$ cat config.mk
export PLATFORM = sky130hd
export DESIGN_NAME = http_request_line_parser
export DESIGN_NICKNAME = d
export VERILOG_FILES = /design/src/design/hrlp_pkg.sv /design/src/design/hrlp_step.sv /design/src/design/http_request_line_parser.sv
export VERILOG_INCLUDE_DIRS = /design/src /design/src/design
export SDC_FILE = /design/constraint.sdc
export NUM_CORES = 1
export LEC_CHECK = 0
export ABC_CLOCK_PERIOD_IN_PS = 7800
export BUFFER_PORTS_ARGS = -buffer_cell sky130_fd_sc_hd__clkbuf_2
export CAP_MARGIN = 20
export CORE_ASPECT_RATIO = 0.7
export CORE_MARGIN = 3
export CORE_UTILIZATION = 55
export CTS_BUF_LIST = sky130_fd_sc_hd__clkbuf_8
export CTS_CLUSTER_SIZE = 8
export DETAILED_ROUTE_END_ITERATION = 12
export PLACE_DENSITY = 0.74
export SLEW_MARGIN = 20
export SYNTH_ARGS = -nofsm -noshare
export SYNTH_HDL_FRONTEND = slang
export SYNTH_SLANG_ARGS = --single-unit
$ cat constraint.sdc
create_clock -name clk -period 7.8 [get_ports clk]
set_clock_uncertainty 0.2 [all_clocks]
set_input_delay 0.78 -clock clk [delete_from_list [all_inputs] [get_ports clk]]
set_output_delay 0.78 -clock clk [all_outputs]
set_load 0.1 [all_outputs]
$ cat src/design/http_request_line_parser_macros.svh
// Assertion macros used by the parser's top-level RTL file.
// They sample on clk and stay quiet while rst is high.
`ifndef HTTP_REQUEST_LINE_PARSER_MACROS_SVH
`define HTTP_REQUEST_LINE_PARSER_MACROS_SVH

`ifndef NO_ASSERTIONS

`define HRLP_ASSERT_SAME(label, ante, cons) \
  label: assert property (@(posedge clk) disable iff (rst) (ante) |-> (cons)) \
    else $error("hrlp assertion failed");

`define HRLP_ASSERT_NEXT(label, ante, cons) \
  label: assert property (@(posedge clk) disable iff (rst) (ante) |=> (cons)) \
    else $error("hrlp assertion failed");

`else

`define HRLP_ASSERT_SAME(label, ante, cons)

`define HRLP_ASSERT_NEXT(label, ante, cons)

`endif

`endif

$ cat src/design/hrlp_pkg.sv
package hrlp_pkg;

  typedef enum logic [1:0] {
    STATUS_NEED = 2'd0,
    STATUS_GET  = 2'd1,
    STATUS_BAD  = 2'd2
  } status_t;

  typedef enum logic [2:0] {
    FIELD_METHOD  = 3'd0,
    FIELD_GAP1    = 3'd1,
    FIELD_URL     = 3'd2,
    FIELD_GAP2    = 3'd3,
    FIELD_VERSION = 3'd4
  } field_t;

  typedef struct packed {
    logic       line_phase;
    field_t     field_phase;
    logic [3:0] match_index;
    logic [2:0] url_prefix_count;
    logic       url_ok;
    logic       cr_pending;
    logic       line_nonempty;
    logic       line_error;
    status_t    outcome;
  } parse_state_t;

  localparam parse_state_t STATE_RESET = '{
    line_phase:       1'b0,
    field_phase:      FIELD_METHOD,
    match_index:      4'd0,
    url_prefix_count: 3'd0,
    url_ok:           1'b0,
    cr_pending:       1'b0,
    line_nonempty:    1'b0,
    line_error:       1'b0,
    outcome:          STATUS_NEED
  };

  localparam logic [7:0] CHAR_CR    = 8'h0d;
  localparam logic [7:0] CHAR_LF    = 8'h0a;
  localparam logic [7:0] CHAR_SPACE = 8'h20;
  localparam logic [7:0] CHAR_TAB   = 8'h09;
  localparam logic [7:0] CHAR_SLASH = 8'h2f;

  localparam logic [3:0] METHOD_LEN  = 4'd3;
  localparam logic [3:0] VERSION_LEN = 4'd8;
  localparam logic [2:0] SCHEME_LEN  = 3'd7;

  // Lower-case spellings; incoming letters are folded before comparison.
  localparam logic [7:0] METHOD_WORD [3] = '{8'h67, 8'h65, 8'h74};
  localparam logic [7:0] VERSION_WORD [8] =
    '{8'h68, 8'h74, 8'h74, 8'h70, 8'h2f, 8'h31, 8'h2e, 8'h31};
  localparam logic [7:0] SCHEME_WORD [7] =
    '{8'h68, 8'h74, 8'h74, 8'h70, 8'h3a, 8'h2f, 8'h2f};

  function automatic logic [7:0] fold_case(input logic [7:0] c);
    logic [7:0] r;
    r = c;
    if (c >= 8'h41 && c <= 8'h5a) begin
      r = c + 8'h20;
    end
    return r;
  endfunction

  function automatic logic is_blank(input logic [7:0] c);
    return (c == CHAR_SPACE) || (c == CHAR_TAB);
  endfunction

endpackage

$ cat src/design/hrlp_step.sv
module hrlp_step (
  input  hrlp_pkg::parse_state_t st,
  input  logic [7:0]             data_byte,
  input  logic                   new_request,
  output hrlp_pkg::parse_state_t st_next
);

  function automatic hrlp_pkg::parse_state_t url_char(
    input hrlp_pkg::parse_state_t s, input logic [7:0] c);
    hrlp_pkg::parse_state_t r;
    logic [7:0] f;
    r = s;
    f = hrlp_pkg::fold_case(c);
    if (!s.url_ok) begin
      priority if (s.url_prefix_count == 3'd0) begin
        priority if (c == hrlp_pkg::CHAR_SLASH) begin
          r.url_ok = 1'b1;
        end else if (f == hrlp_pkg::SCHEME_WORD[0]) begin
          r.url_prefix_count = 3'd1;
        end else begin
          r.line_error = 1'b1;
        end
      end else if (s.url_prefix_count < hrlp_pkg::SCHEME_LEN) begin
        if (f == hrlp_pkg::SCHEME_WORD[s.url_prefix_count]) begin
          r.url_prefix_count = s.url_prefix_count + 3'd1;
        end else begin
          r.line_error = 1'b1;
        end
      end else begin
        // After a full scheme the URL only waits for its first slash.
        if (c == hrlp_pkg::CHAR_SLASH) begin
          r.url_ok = 1'b1;
        end
      end
    end
    return r;
  endfunction

  function automatic hrlp_pkg::parse_state_t request_char(
    input hrlp_pkg::parse_state_t s, input logic [7:0] c);
    hrlp_pkg::parse_state_t r;
    logic [7:0] f;
    logic       blank;
    r = s;
    f = hrlp_pkg::fold_case(c);
    blank = hrlp_pkg::is_blank(c);
    unique case (s.field_phase)
      hrlp_pkg::FIELD_METHOD: begin
        priority if (blank) begin
          if (s.match_index != hrlp_pkg::METHOD_LEN) begin
            r.line_error = 1'b1;
          end
          r.field_phase = hrlp_pkg::FIELD_GAP1;
        end else if (s.match_index < hrlp_pkg::METHOD_LEN &&
                     f == hrlp_pkg::METHOD_WORD[s.match_index[1:0]]) begin
          r.match_index = s.match_index + 4'd1;
        end else begin
          r.line_error = 1'b1;
        end
      end
      hrlp_pkg::FIELD_GAP1: begin
        if (!blank) begin
          r.field_phase = hrlp_pkg::FIELD_URL;
          r.url_prefix_count = 3'd0;
          r.url_ok = 1'b0;
          r = url_char(r, c);
        end
      end
      hrlp_pkg::FIELD_URL: begin
        if (blank) begin
          if (!s.url_ok) begin
            r.line_error = 1'b1;
          end
          r.field_phase = hrlp_pkg::FIELD_GAP2;
        end else begin
          r = url_char(r, c);
        end
      end
      hrlp_pkg::FIELD_GAP2: begin
        if (!blank) begin
          r.field_phase = hrlp_pkg::FIELD_VERSION;
          if (f == hrlp_pkg::VERSION_WORD[0]) begin
            r.match_index = 4'd1;
          end else begin
            r.match_index = 4'd0;
            r.line_error = 1'b1;
          end
        end
      end
      default: begin
        // Version field; unused phase codes behave the same way.
        if (!blank && s.match_index < hrlp_pkg::VERSION_LEN &&
            f == hrlp_pkg::VERSION_WORD[s.match_index[2:0]]) begin
          r.match_index = s.match_index + 4'd1;
        end else begin
          r.line_error = 1'b1;
        end
      end
    endcase
    return r;
  endfunction

  function automatic hrlp_pkg::parse_state_t end_of_line(
    input hrlp_pkg::parse_state_t s);
    hrlp_pkg::parse_state_t r;
    r = s;
    priority if (!s.line_phase) begin
      if (!s.line_error && s.field_phase == hrlp_pkg::FIELD_VERSION &&
          s.match_index == hrlp_pkg::VERSION_LEN) begin
        r.line_phase = 1'b1;
        r.line_nonempty = 1'b0;
      end else begin
        r.outcome = hrlp_pkg::STATUS_BAD;
      end
    end else if (!s.line_nonempty) begin
      r.outcome = hrlp_pkg::STATUS_GET;
    end else begin
      r.line_nonempty = 1'b0;
    end
    return r;
  endfunction

  hrlp_pkg::parse_state_t cur;

  always_comb begin
    cur = new_request ? hrlp_pkg::STATE_RESET : st;
    st_next = cur;
    if (cur.outcome == hrlp_pkg::STATUS_NEED) begin
      priority if (cur.cr_pending) begin
        st_next.cr_pending = 1'b0;
        if (data_byte == hrlp_pkg::CHAR_LF) begin
          st_next = end_of_line(st_next);
        end else begin
          st_next.outcome = hrlp_pkg::STATUS_BAD;
        end
      end else if (data_byte == hrlp_pkg::CHAR_CR) begin
        st_next.cr_pending = 1'b1;
      end else if (data_byte == hrlp_pkg::CHAR_LF) begin
        st_next.outcome = hrlp_pkg::STATUS_BAD;
      end else if (!cur.line_phase) begin
        st_next = request_char(cur, data_byte);
      end else begin
        st_next.line_nonempty = 1'b1;
      end
    end
  end

endmodule

$ cat src/design/http_request_line_parser.sv
// HTTP request-line parser, one byte per transaction. Each input byte
// yields exactly one output transaction carrying the status after that
// byte (need more, complete GET request, bad request) and a flag that is
// set once the request line has been accepted and header lines follow.
// Raising tuser with a byte clears the parser before that byte is used.
// The block takes one byte per clock while the output side keeps up; a
// byte passes from an input register through the parser state update into
// an output register, so its status is offered on the output only after the
// byte has moved on from the input register into the output register.
// The rate is set by the combinational state update in hrlp_step, which
// carries the whole per-byte decision.
`include "http_request_line_parser_macros.svh"

module http_request_line_parser (
  input  logic       clk,
  input  logic       rst,
  input  logic       s_tvalid,
  output logic       s_tready,
  input  logic [7:0] s_tdata,   // [7:0] data_byte
  input  logic       s_tuser,   // [0] new_request
  output logic       m_tvalid,
  input  logic       m_tready,
  output logic [7:0] m_tdata    // [1:0] status, [2] in_headers, [7:3] zero
);

  logic                   in_valid;
  logic [7:0]             in_byte;
  logic                   in_new;
  logic                   out_free;
  logic                   advance;
  hrlp_pkg::parse_state_t st;
  hrlp_pkg::parse_state_t st_next;
  hrlp_pkg::status_t      status;
  logic                   in_headers;

  assign out_free = !m_tvalid || m_tready;
  assign advance  = in_valid && out_free;
  assign s_tready = !in_valid || out_free;

  always_ff @(posedge clk) begin
    if (rst) begin
      in_valid <= 1'b0;
    end else if (s_tready) begin
      in_valid <= s_tvalid;
    end
  end

  always_ff @(posedge clk) begin
    if (s_tvalid && s_tready) begin
      in_byte <= s_tdata;
      in_new  <= s_tuser;
    end
  end

  hrlp_step u_step (
    .st          (st),
    .data_byte   (in_byte),
    .new_request (in_new),
    .st_next     (st_next)
  );

  always_ff @(posedge clk) begin
    if (rst) begin
      st <= hrlp_pkg::STATE_RESET;
    end else if (advance) begin
      st <= st_next;
    end
  end

  always_ff @(posedge clk) begin
    if (rst) begin
      m_tvalid <= 1'b0;
    end else if (out_free) begin
      m_tvalid <= in_valid;
    end
  end

  always_ff @(posedge clk) begin
    if (advance) begin
      status     <= st_next.outcome;
      in_headers <= st_next.line_phase;
    end
  end

  assign m_tdata = {5'b00000, in_headers, status};

  // A reached outcome holds until a new request clears it.
  `HRLP_ASSERT_NEXT(a_outcome_sticky,
    advance && !in_new && st.outcome != hrlp_pkg::STATUS_NEED,
    st.outcome == $past(st.outcome))
  // Header lines are only entered after a fully matched version.
  `HRLP_ASSERT_SAME(a_headers_after_version, st.line_phase,
    st.field_phase == hrlp_pkg::FIELD_VERSION &&
    st.match_index == hrlp_pkg::VERSION_LEN)
  // The URL can only have been accepted once the URL field was reached.
  `HRLP_ASSERT_SAME(a_url_ok_phase, st.url_ok,
    st.field_phase == hrlp_pkg::FIELD_URL ||
    st.field_phase == hrlp_pkg::FIELD_GAP2 ||
    st.field_phase == hrlp_pkg::FIELD_VERSION)
  // A byte held in the input register waits there while the output stalls.
  `HRLP_ASSERT_NEXT(a_input_held, in_valid && !out_free,
    in_valid && $stable(in_byte) && $stable(in_new))
  // The parser state only changes when a byte moves into the output stage.
  `HRLP_ASSERT_NEXT(a_state_quiet, !advance, $stable(st))

endmodule
# After elaboration in Yosys (flattened, before gate mapping)

Memories as Yosys holds them, arrays and structs flattened.
Cells that the tools add are included.

$add $sub $neg: 3
$lt $le $gt $ge: 8
Equal/unequal tests: 17
Mux-type cells: 86
Bitwise gates (word level): 3
Reductions and logical operators: 18

Operators by type and width:

| operator            | number |
|---|---|
| $mux 8              | 25 |
| $mux 17             | 3 |
| $mux 15             | 2 |
| $mux 1              | 26 |
| $eq 8x4->1 const B  | 3 |
| $eq 8x7->1 const B  | 3 |
| $eq 8x8->1          | 3 |
| $mux 3              | 8 |
| $mux 4              | 6 |
| $bmux 8 s2          | 1 |
| $eq 8x6->1 const B  | 2 |
| $mux 16             | 1 |
| $pmux 4 s4          | 1 |
| $mux 13             | 1 |
| $mux 12             | 1 |
| $mux 2              | 6 |
| $pmux 3 s4          | 1 |
| $pmux 6 s2          | 1 |
| $add 8x6->8 const B | 1 |
| $ge 4x4->1 const B  | 2 |
| $ge 8x7->1 const B  | 1 |
| $le 8x7->1 const B  | 1 |
| $logic_and 1x1->1   | 8 |
| $not 3->4           | 2 |
| 19 further kinds    | 26 |

Flip-flop bits (word level): 31
Bits in read-only memories: 128
Input port bits: 13
Output and inout port bits: 10
Word-level logic and storage cells: 152
Memories: 2

Memories:

| memory          | words | bits a word | read ports | clocked after memory_dff | wr ports | line            | RTL |
|---|---|---|---|---|---|---|---|
| (no name shown) | 8     | 8           | 1          | 0                        | 0        | hrlp_step.sv:93 | `f == hrlp_pkg::VERSION_WORD[s.match_index[2:0]]) begin` |
| (no name shown) | 8     | 8           | 1          | 0                        | 0        | hrlp_step.sv:24 | `if (f == hrlp_pkg::SCHEME_WORD[s.url_prefix_count]) begin` |

# Depth between registers and ports, before layout

Gate-level depths: netlist of the first run.

Depth in word-level cells: 22
Depth in mapped cells: 12
Gate-level depth less buffers: 10

# By module

From an unflattened synthesis of the first run, not the netlist that was laid out.

Cell total of the unflattened synthesis: 346
Area, all modules: 2850.2 µm²

By module, submodules not included:

| module                   | times used | cells each | area an instance (µm²) | sequential area each (µm²) |
|---|---|---|---|---|
| hrlp_step                | 1          | 244        | 1596.5                 | 0.0 |
| http_request_line_parser | 1          | 102        | 1253.7                 | 740.7 |

# Worst setup path after synthesis of the first run

OpenSTA, ideal clock, no wires.

Path kind: register to register
Start point: register in_new
End point: register st[7] (netlist name)
Library setup time: 79 ps
Data arrival time: 2987 ps
Required time: 7521 ps
Path slack: 4534 ps
Stages on the path, launching flop included: 12
Buffers on the path: 2
Period minus slack after synthesis: 3266 ps
Path through: edfxtp_1 -> buf_4 -> buf_2 -> inv_1 -> nand2_1 -> ha_1 -> and3b_1 -> a211o_1 -> a221o_1 -> or4_4 -> mux2_4 -> a211oi_2

Cells in the longest elaborated chain, start to end: 17
Elaborated cells between the ends (all ways): 27
Classes of those cells: add/sub (1); order compare (1); eq/ne (3); mux (18); bitwise (1); reduce/logical (2); memory (1)

RTL lines:

| what                                       | line                           | RTL |
|---|---|---|
| from (decl)                                | http_request_line_parser.sv:28 | `logic in_new;` |
| from (signal assigned)                     | http_request_line_parser.sv:51 | `in_new <= s_tuser;` |
| $mux 17 *                                  | hrlp_step.sv:126               | `cur = new_request ? hrlp_pkg::STATE_RESET : st;` |
| $not 3->4 (not written as such)            | hrlp_step.sv:24                |  |
| $mem_v2 8x8                                | --                             |  |
| $mux 8 (not written as such) (2 in series) | hrlp_step.sv:24                |  |
| $eq 8x8->1                                 | hrlp_step.sv:24                |  |
| $mux 3                                     | hrlp_step.sv:24                |  |
| $mux 3                                     | hrlp_step.sv:23                | `end else if (s.url_prefix_count < hrlp_pkg::SCHEME_LEN) begin` |
| $mux 4                                     | hrlp_step.sv:15                | `priority if (s.url_prefix_count == 3'd0) begin` |
| $mux 4                                     | hrlp_step.sv:14                | `if (!s.url_ok) begin` |
| $mux 6                                     | hrlp_step.sv:70                | `if (blank) begin` |
| $pmux 6 s2                                 | hrlp_step.sv:47                | `unique case (s.field_phase)` |
| $mux 13                                    | hrlp_step.sv:140               | `end else if (!cur.line_phase) begin` |
| $mux 15                                    | hrlp_step.sv:138               | `end else if (data_byte == hrlp_pkg::CHAR_LF) begin` |
| $mux 12                                    | hrlp_step.sv:136               | `end else if (data_byte == hrlp_pkg::CHAR_CR) begin` |
| $mux 17                                    | hrlp_step.sv:129               | `priority if (cur.cr_pending) begin` |
| $mux 17 *                                  | hrlp_step.sv:128               | `if (cur.outcome == hrlp_pkg::STATUS_NEED) begin` |

Every way passes the cells marked *; elsewhere a longest branch is shown, timed or not. The select of a mux whose other input is x is not followed.
A chain may end at the register's enable or synchronous reset.

# Final worst setup path of the first run

Start point: register in_new
End point: register st[7] (netlist name)

Cells in the longest elaborated chain, start to end: 17
Elaborated cells between the ends (all ways): 27
Classes of those cells: add/sub (1); order compare (1); eq/ne (3); mux (18); bitwise (1); reduce/logical (2); memory (1)

RTL lines:

| what                                       | line |
|---|---|
| $mux 17 *                                  | hrlp_step.sv:126 |
| $not 3->4 (not written as such)            | hrlp_step.sv:24 |
| $mem_v2 8x8                                | -- |
| $mux 8 (not written as such) (2 in series) | hrlp_step.sv:24 |
| $eq 8x8->1                                 | hrlp_step.sv:24 |
| $mux 3                                     | hrlp_step.sv:24 |
| $mux 3                                     | hrlp_step.sv:23 |
| $mux 4                                     | hrlp_step.sv:15 |
| $mux 4                                     | hrlp_step.sv:14 |
| $mux 6                                     | hrlp_step.sv:70 |
| $pmux 6 s2                                 | hrlp_step.sv:47 |
| $mux 13                                    | hrlp_step.sv:140 |
| $mux 15                                    | hrlp_step.sv:138 |
| $mux 12                                    | hrlp_step.sv:136 |
| $mux 17                                    | hrlp_step.sv:129 |
| $mux 17 *                                  | hrlp_step.sv:128 |

Marked as above.

==> reports/summary.txt, run 1 <==
Initial DRC count: 369
Synth Area in Adders: 3.17%
Die H: 65.3 um
Max incr delay on CP: 450 ps
Core footprint: 4580 um^2
Most instantiated library cell after synthesis: nor2_1
PortBufs: 17
Required time of the critical path: 7810 ps
Tot Pwr: 391 uW
Finished Layout Cells: 413
Netlist cell types: 77
Fmax: 286 MHz
Htree depth: 2
Synth Area in XOR/XNOR: 2.54%
Clk root buf: clkbuf_8
RSZ-0062 raised after global routing: no
Synth top area share: 13.8%
Post-CTS Hold Buffers: 0
Cts bufs inserted: 5
Placed cells: 405
Final Hold Slack: 290 ps
Synth area leader: dfxtp_1
Via density: 6.69
Clk Latency, worst-skew pair: 290 ps
Crit path max fanout: 40
Slowest library cell on the worst path: or4_4
Wire per inst: 18.5 um
First-pass DRT Iterations: 8
Share of cells above drive strength 1: 14.1%
Tot GR Track Use: 26.8%
Multi-input logic area: 1820 um^2
Syn-to-layout area delta: 4.22%
Setup-failing EPs final: 0
Largest net degree at the start of global routing: 41
Number of global-route vias before repair: 2544
Die area: 5920 um^2
Via count: 2765
Critical-path cell list: buf_4 -> inv_1 -> nand2_1 -> ha_1 -> and3b_1 -> a211o_1 -> a221o_1 -> or4_4 -> mux2_4 -> a211oi_2
Clock sinks: 31
Fin Setup TNS: 0 ps
Postcts setup bufs: 0
Simple-Gate Fraction of Synth Area: 31.2%
Final Critical Period: 3490 ps
Overflow after GRT: 0
I/O pins: 23
GPL Wtd Cong: 0.950
Synth top area cells: dfxtp_1 14%, edfxtp_1 13%, a21oi_1 4.9%, nor2_1 4.1%, nand2_1 3.7%
Synth cell count leaders: 30 x nor2_1, 27 x a21oi_1, 27 x nand2_1
Arrival time at the worst endpoint: 3510 ps
Final HPWL DP: 5500 um
Yosys reg bits: 31
Crit Path Class: flop to flop
Top_reg_cell synth: dfxtp_1
Routed Antenna Nets: 0
Gate Count Post-Synth: 343
Largest family of logic cells by synthesized area: simple AND/OR/NAND/NOR gates
Final Hold Viols: 0
Number of synthesized flops with an enable pin: 12
Sequential area share after synthesis: 26.8%
Crit end category: flop
Worst-path clk slew: 70 ps
Initial antenna violation count: 0
Pwr Density: 136 nW/um^2
Post-route DRC: 0
Rows: 20
Compound-gate portion of the synthesized area: 26.3%
Yosys warns: 0
Final wirelength: 7630 um
Pleak: 1.11 nW
NumNets Final: 366
Final Cycle Share: 44.8%
Initial core utilization: 60.2%
Post_cts resized: 0
Max Slew Vio Count: 0
Reg area: 741 um^2
Max Cap Violations: 0
Fill cells: 410
Slew margin rel.: 50.8%
VDD IR-drop max: 0.0965 mV
FFs w/ async S/R, synth: 0%
Clk buf depth: 2
Status: complete, no violations
HP Class: flop to flop
CTS tree: built
Slew of the pin with the lowest slew margin: 736 ps
First-pass GRT wire length: 12700 um
Die width: 90.7 um
Post-Syn Area: 2760 um^2
Inserted Diodes: 0
CP startpoint kind: flop
Syn avg cell area: 8.04 um^2
Mux cell area share after synthesis: 2.04%
where the power goes:
group	switching, mW	internal, mW	total, mW
clock network	0.0658	0.0612	0.127
logic	0.0545	0.0239	0.0784
registers	0.0112	0.174	0.186
area by class of cell:
type	count	share of cell area, %
clock buffers	5	2.39
clock inverters	3	0.522
inverters	13	1.70
multi-input cells	276	63.3
flip-flops and latches	31	25.8
well taps	66	2.87
repair buffers	19	3.48
layout by cell type (no fill, tap or decap), types with 6 or more instances in the layout:
cell | synthesis | layout
nor4_1 | 6 | 6
ha_1 | 7 | 7
nand4_1 | 8 | 8
a21oi_1 | 27 | 27
inv_1 | 13 | 14
clkbuf_2 | 0 | 17
xor2_1 | 6 | 6
dfxtp_1 | 19 | 19
nor2b_1 | 7 | 7
nor3_1 | 17 | 17
a211oi_1 | 6 | 6
nand2b_1 | 7 | 7
o21ai_0 | 14 | 14
nand2_1 | 27 | 27
nor2_1 | 30 | 30
edfxtp_1 | 12 | 12
critical path, delay by kind of cell (launching register included):
kind,cells,cell delay [ps]
simple gates,3,850
compound gates,3,820
buf+inv,2,520
flops,1,360
fa+ha+maj,1,320
mux,1,320
metrics by stage:
step           utilization (%)  cell area [um^2]  worst slack [ps]
6_report                  62.8              2880              4310
5_1_grt                   62.8              2880              4130
4_1_cts                   62.8              2880              4370
3_5_place_dp              61.0              2790              4390
3_3_place_gp              61.0              2790              4500
2_1_floorplan                -              2770              4530
sequential cells by signal, summed over array words and instances, names as in the netlist:
register and count:
m_tvalid 1, st 17, in_valid 1, status 2, in_new 1, in_headers 1
in_byte 8
per-layer routing:
metal	routed length [um]	vias up	GRT usage, %
met1	3530	1272	38.6
li1	-	1296	-
met3	894	20	6.86
met2	3060	177	38.5
met4	144	0	9.73
met5	0	-	0
logic make-up (layout without fill, tap and decap cells):
family                   count (synthesis)  after routing
multiplexers                             5              5
other                                    1              5
adder cells (fa/ha/maj)                  7              7
AO/OA/AOI/OAI                           99             99
XOR/XNOR                                 8              8
AND/OR/NAND/NOR                        152            152
flip-flops                              31             31
buffers and inverters                   40             40
worst paths after layout:
check | from | end | slack [ps] | cells after the start
hold reg to reg | st[4]$_SDFFE_PP0P_ | st[4]$_SDFFE_PP0P_ | 290 | 2
hold / removal | st[4]$_SDFFE_PP0P_ | st[4]$_SDFFE_PP0P_ | 290 | 2
setup reg to reg | in_new$_DFFE_PP_ | st[7]$_SDFFE_PP0P_ | 4310 | 10
setup / recovery | in_new$_DFFE_PP_ | st[7]$_SDFFE_PP0P_ | 4310 | 10
No activity file was read; power rests on OpenSTA's default activity.
==> run 2: changes to the inputs <==
--- a/config.mk
+++ b/config.mk
@@ -6,7 +6,7 @@
 export SDC_FILE = /design/constraint.sdc
 export NUM_CORES = 1
 export LEC_CHECK = 0
-export ABC_CLOCK_PERIOD_IN_PS = 7800
+export ABC_CLOCK_PERIOD_IN_PS = 3200
 export BUFFER_PORTS_ARGS = -buffer_cell sky130_fd_sc_hd__clkbuf_2
 export CAP_MARGIN = 20
 export CORE_ASPECT_RATIO = 0.7
@@ -15,7 +15,7 @@
 export CTS_BUF_LIST = sky130_fd_sc_hd__clkbuf_8
 export CTS_CLUSTER_SIZE = 8
 export DETAILED_ROUTE_END_ITERATION = 12
-export PLACE_DENSITY = 0.74
+export PLACE_DENSITY = 0.77
 export SLEW_MARGIN = 20
 export SYNTH_ARGS = -nofsm -noshare
 export SYNTH_HDL_FRONTEND = slang
==> constraint.sdc (replaced) <==
create_clock -name clk -period 3.2 [get_ports clk]
set_clock_uncertainty 0.2 [all_clocks]
set_input_delay 0.32 -clock clk [delete_from_list [all_inputs] [get_ports clk]]
set_output_delay 0.32 -clock clk [all_outputs]
set_load 0.1 [all_outputs]
==> run 2 against run 1 <==
Sequential share of layout area decreased by 2.0 points. Flip-flop and latch count unchanged. Power increased to 2.9 times the previous value. Sequential power increased by 140%. First-iteration DRC count decreased by 18%. Maximum frequency increased by 17%. Critical path depth decreased by 2. Clock-buffer cell count unchanged. Combinational power increased to 2.7 times the previous value. Via count increased by 4.2%. Non-clock buffer count increased by 23. Utilization increased by 5.3 points. Critical endpoint is now st[6]$_SDFFE_PP0P_.
==> reports/summary.txt, run 2 (synthesis results as in run 1) <==
Status: complete, no violations
Final Hold Viols: 0 (unchanged)
Most frequent cells in the layout: 30 x nor2_1, 27 x nand2_1, 27 x a21oi_1
Max incr delay on CP: 490 ps (+40 ps)
Largest register by flop count: st
Slowest library cell on the worst path: nor2_2
VDD IR-drop max: 0.201 mV (+110%)
Worst r2r src: in_new$_DFFE_PP_
Crit end category: flop
Max Slew Vio Count: 0 (unchanged)
Number of global-route vias before repair: 2570 (+1.0%)
Setup-failing EPs final: 0 (unchanged)
Finished Layout Cells: 436 (+5.6%)
Final Hold Slack: 30.9 ps (-259 ps)
Required time of the critical path: 3210 ps (-4600 ps)
Final wirelength: 7820 um (+2.4%)
Crit Path Class: flop to flop
Core footprint: 4580 um^2 (unchanged)
Fin Setup TNS: 0 ps (unchanged)
RSZ-0062 raised after global routing: no
Critical Path Source: in_new$_DFFE_PP_
Via count: 2881 (+4.2%)
Buf/Inv on CP: 2 (unchanged)
PortBufs: 17 (unchanged)
Pleak: 1.23 nW (+11%)
CTS tree: built
Max Cap Violations: 0 (unchanged)
Worst-path clk slew: 80 ps (about the same)
NumNets Final: 389 (+6.3%)
HP Class: primary input to flop
Post-route DRC: 0 (unchanged)
Htree depth: 2 (unchanged)
Worst Reg2Reg Path Length in Cells: 8 (-2)
Pwr Density: 363 nW/um^2 (+170%)
Initial core utilization: 60.2% (unchanged)
Max reg flops: 17 (unchanged)
Tot GR Track Use: 27.4% (+0.53 points)
Die width: 90.7 um (unchanged)
Family with the most delay on the worst path: compound AO/OA/AOI/OAI gates
Slew of the pin with the lowest slew margin: 549 ps (-187 ps)
Final core occ: 68.1% (+5.3 points)
Wire per inst: 17.9 um (-3.0%)
Clock sinks: 31 (unchanged)
FF-to-FF End: st[6]$_SDFFE_PP0P_
Placed cells: 420 (+3.7%)
Clk buf depth: 2 (unchanged)
WP depth: 8 (-2)
CP startpoint kind: flop
Postcts setup bufs: 0 (unchanged)
Most common cell on crit path: buf_4
Capture point of the worst path: st[6]$_SDFFE_PP0P_
Commonest non-fill, non-tap cell in the layout: nor2_1
Overflow after GRT: 0 (unchanged)
Worst Hold Depth: 1 (-1)
I/O pins: 23 (unchanged)
Final Critical Period: 2970 ps (-520 ps)
First-pass GRT wire length: 13000 um (+2.0%)
Fmax: 336 MHz (+17%)
Hold Path Origin: s_tuser
Crit path max fanout: 26 (-35%)
Initial antenna violation count: 0 (unchanged)
GPL Wtd Cong: 0.965 (+1.6%)
Top flop regs: st (17), in_byte (8), status (2)
Cts bufs inserted: 5 (unchanged)
Post-CTS Hold Buffers: 8 (+8)
Final Cycle Share: 92.9% (+48 points)
Critical-path cell list: buf_4 -> buf_4 -> nand2b_1 -> o21ai_0 -> nor2_2 -> nand4b_1 -> a2111o_1 -> o32ai_1
Setup slack after layout: 227 ps (-4080 ps)
Final HPWL DP: 5700 um (+3.7%)
Largest net degree at the start of global routing: 27 (-34%)
Share of cells above drive strength 1: 17.6% (+3.4 points)
Initial DRC count: 301 (-18%)
Die area: 5920 um^2 (unchanged)
First-pass DRT Iterations: 7 (-1)
Routed Antenna Nets: 0 (unchanged)
Clk Latency, worst-skew pair: 290 ps (about the same)
Die H: 65.3 um (unchanged)
Rows: 20 (unchanged)
Post-Place Setup Slack: 319 ps (-4070 ps)
Arrival time at the worst endpoint: 2980 ps (-530 ps)
Via density: 6.61 (-1.3%)
Clk root buf: clkbuf_8
R2R Setup Slk: 230 ps (-4080 ps)
Syn-to-layout area delta: 13.0%
Inserted Diodes: 0 (unchanged)
Slew margin rel.: 63.1% (+12 points)
Post_cts resized: 0 (unchanged)
## run 2: changes by cell type in the layout (fill, tap and decap cells not counted)
cell,previous run,this run
inv_2,0,1
inv_4,1,0
bufinv_16,0,2
buf_4,2,17
clkinv_2,1,0
inv_1,14,13
dlygate4sd3_1,0,8
## run 2: routing by layer
layer / share of wire (%) / wire length [um] / track usage [%]
met5: 0 / 0 / 0
met4: 1.3 / 103 / 7.06
met3: 14 / 1120 / 8.01
met2: 40 / 3150 / 38.9
met1: 44 / 3440 / 40.1
## run 2: layout make-up
class	instances	area (um^2)
multi-input cells	276	1820
well taps	66	82.6
clock inverters	3	63.8
fillers	387	1460
inverters	13	48.8
flip-flops and latches	31	741
repair buffers	42	293
clock buffers	5	68.8
## run 2: per-stage QoR
| step | power, mW | instance area, um^2 |
|---|---|---|
| finish | 1.13 | 3120 |
| global route | 1.17 | 3120 |
| CTS | 1.13 | 3120 |
| detailed placement | 0.654 | 2900 |
| global placement | 0.652 | 2900 |
| floorplan | 0.616 | 2770 |
## run 2: worst reg2reg max path: stages (launching register included)
cell      delay, ps
edfxtp_1        360
buf_4           220
buf_4           310
nand2b_1        190
o21ai_0         200
nor2_2          490
nand4b_1        210
a2111o_1        460
o32ai_1         250
## run 2: worst min path at each step
| stage | to | slack, ps |
|---|---|---|
| CTS | in_new$_DFFE_PP_ | 20 |
| global placement | st[4]$_SDFFE_PP0P_ | 280 |
| global route | in_new$_DFFE_PP_ | 30 |
| finish | in_new$_DFFE_PP_ | 30 |
| floorplan | in_byte[0]$_DFFE_PP_ | 220 |
| detailed placement | st[4]$_SDFFE_PP0P_ | 290 |
## run 2: power breakdown
group | internal, mW | switching (mW) | leakage [nW] | total (mW)
Combinational | 0.0716 | 0.139 | 0.894 | 0.211
Sequential | 0.425 | 0.0227 | 0.269 | 0.448
Clock | 0.308 | 0.165 | 0.0695 | 0.473
Total | 0.805 | 0.327 | 1.23 | 1.13
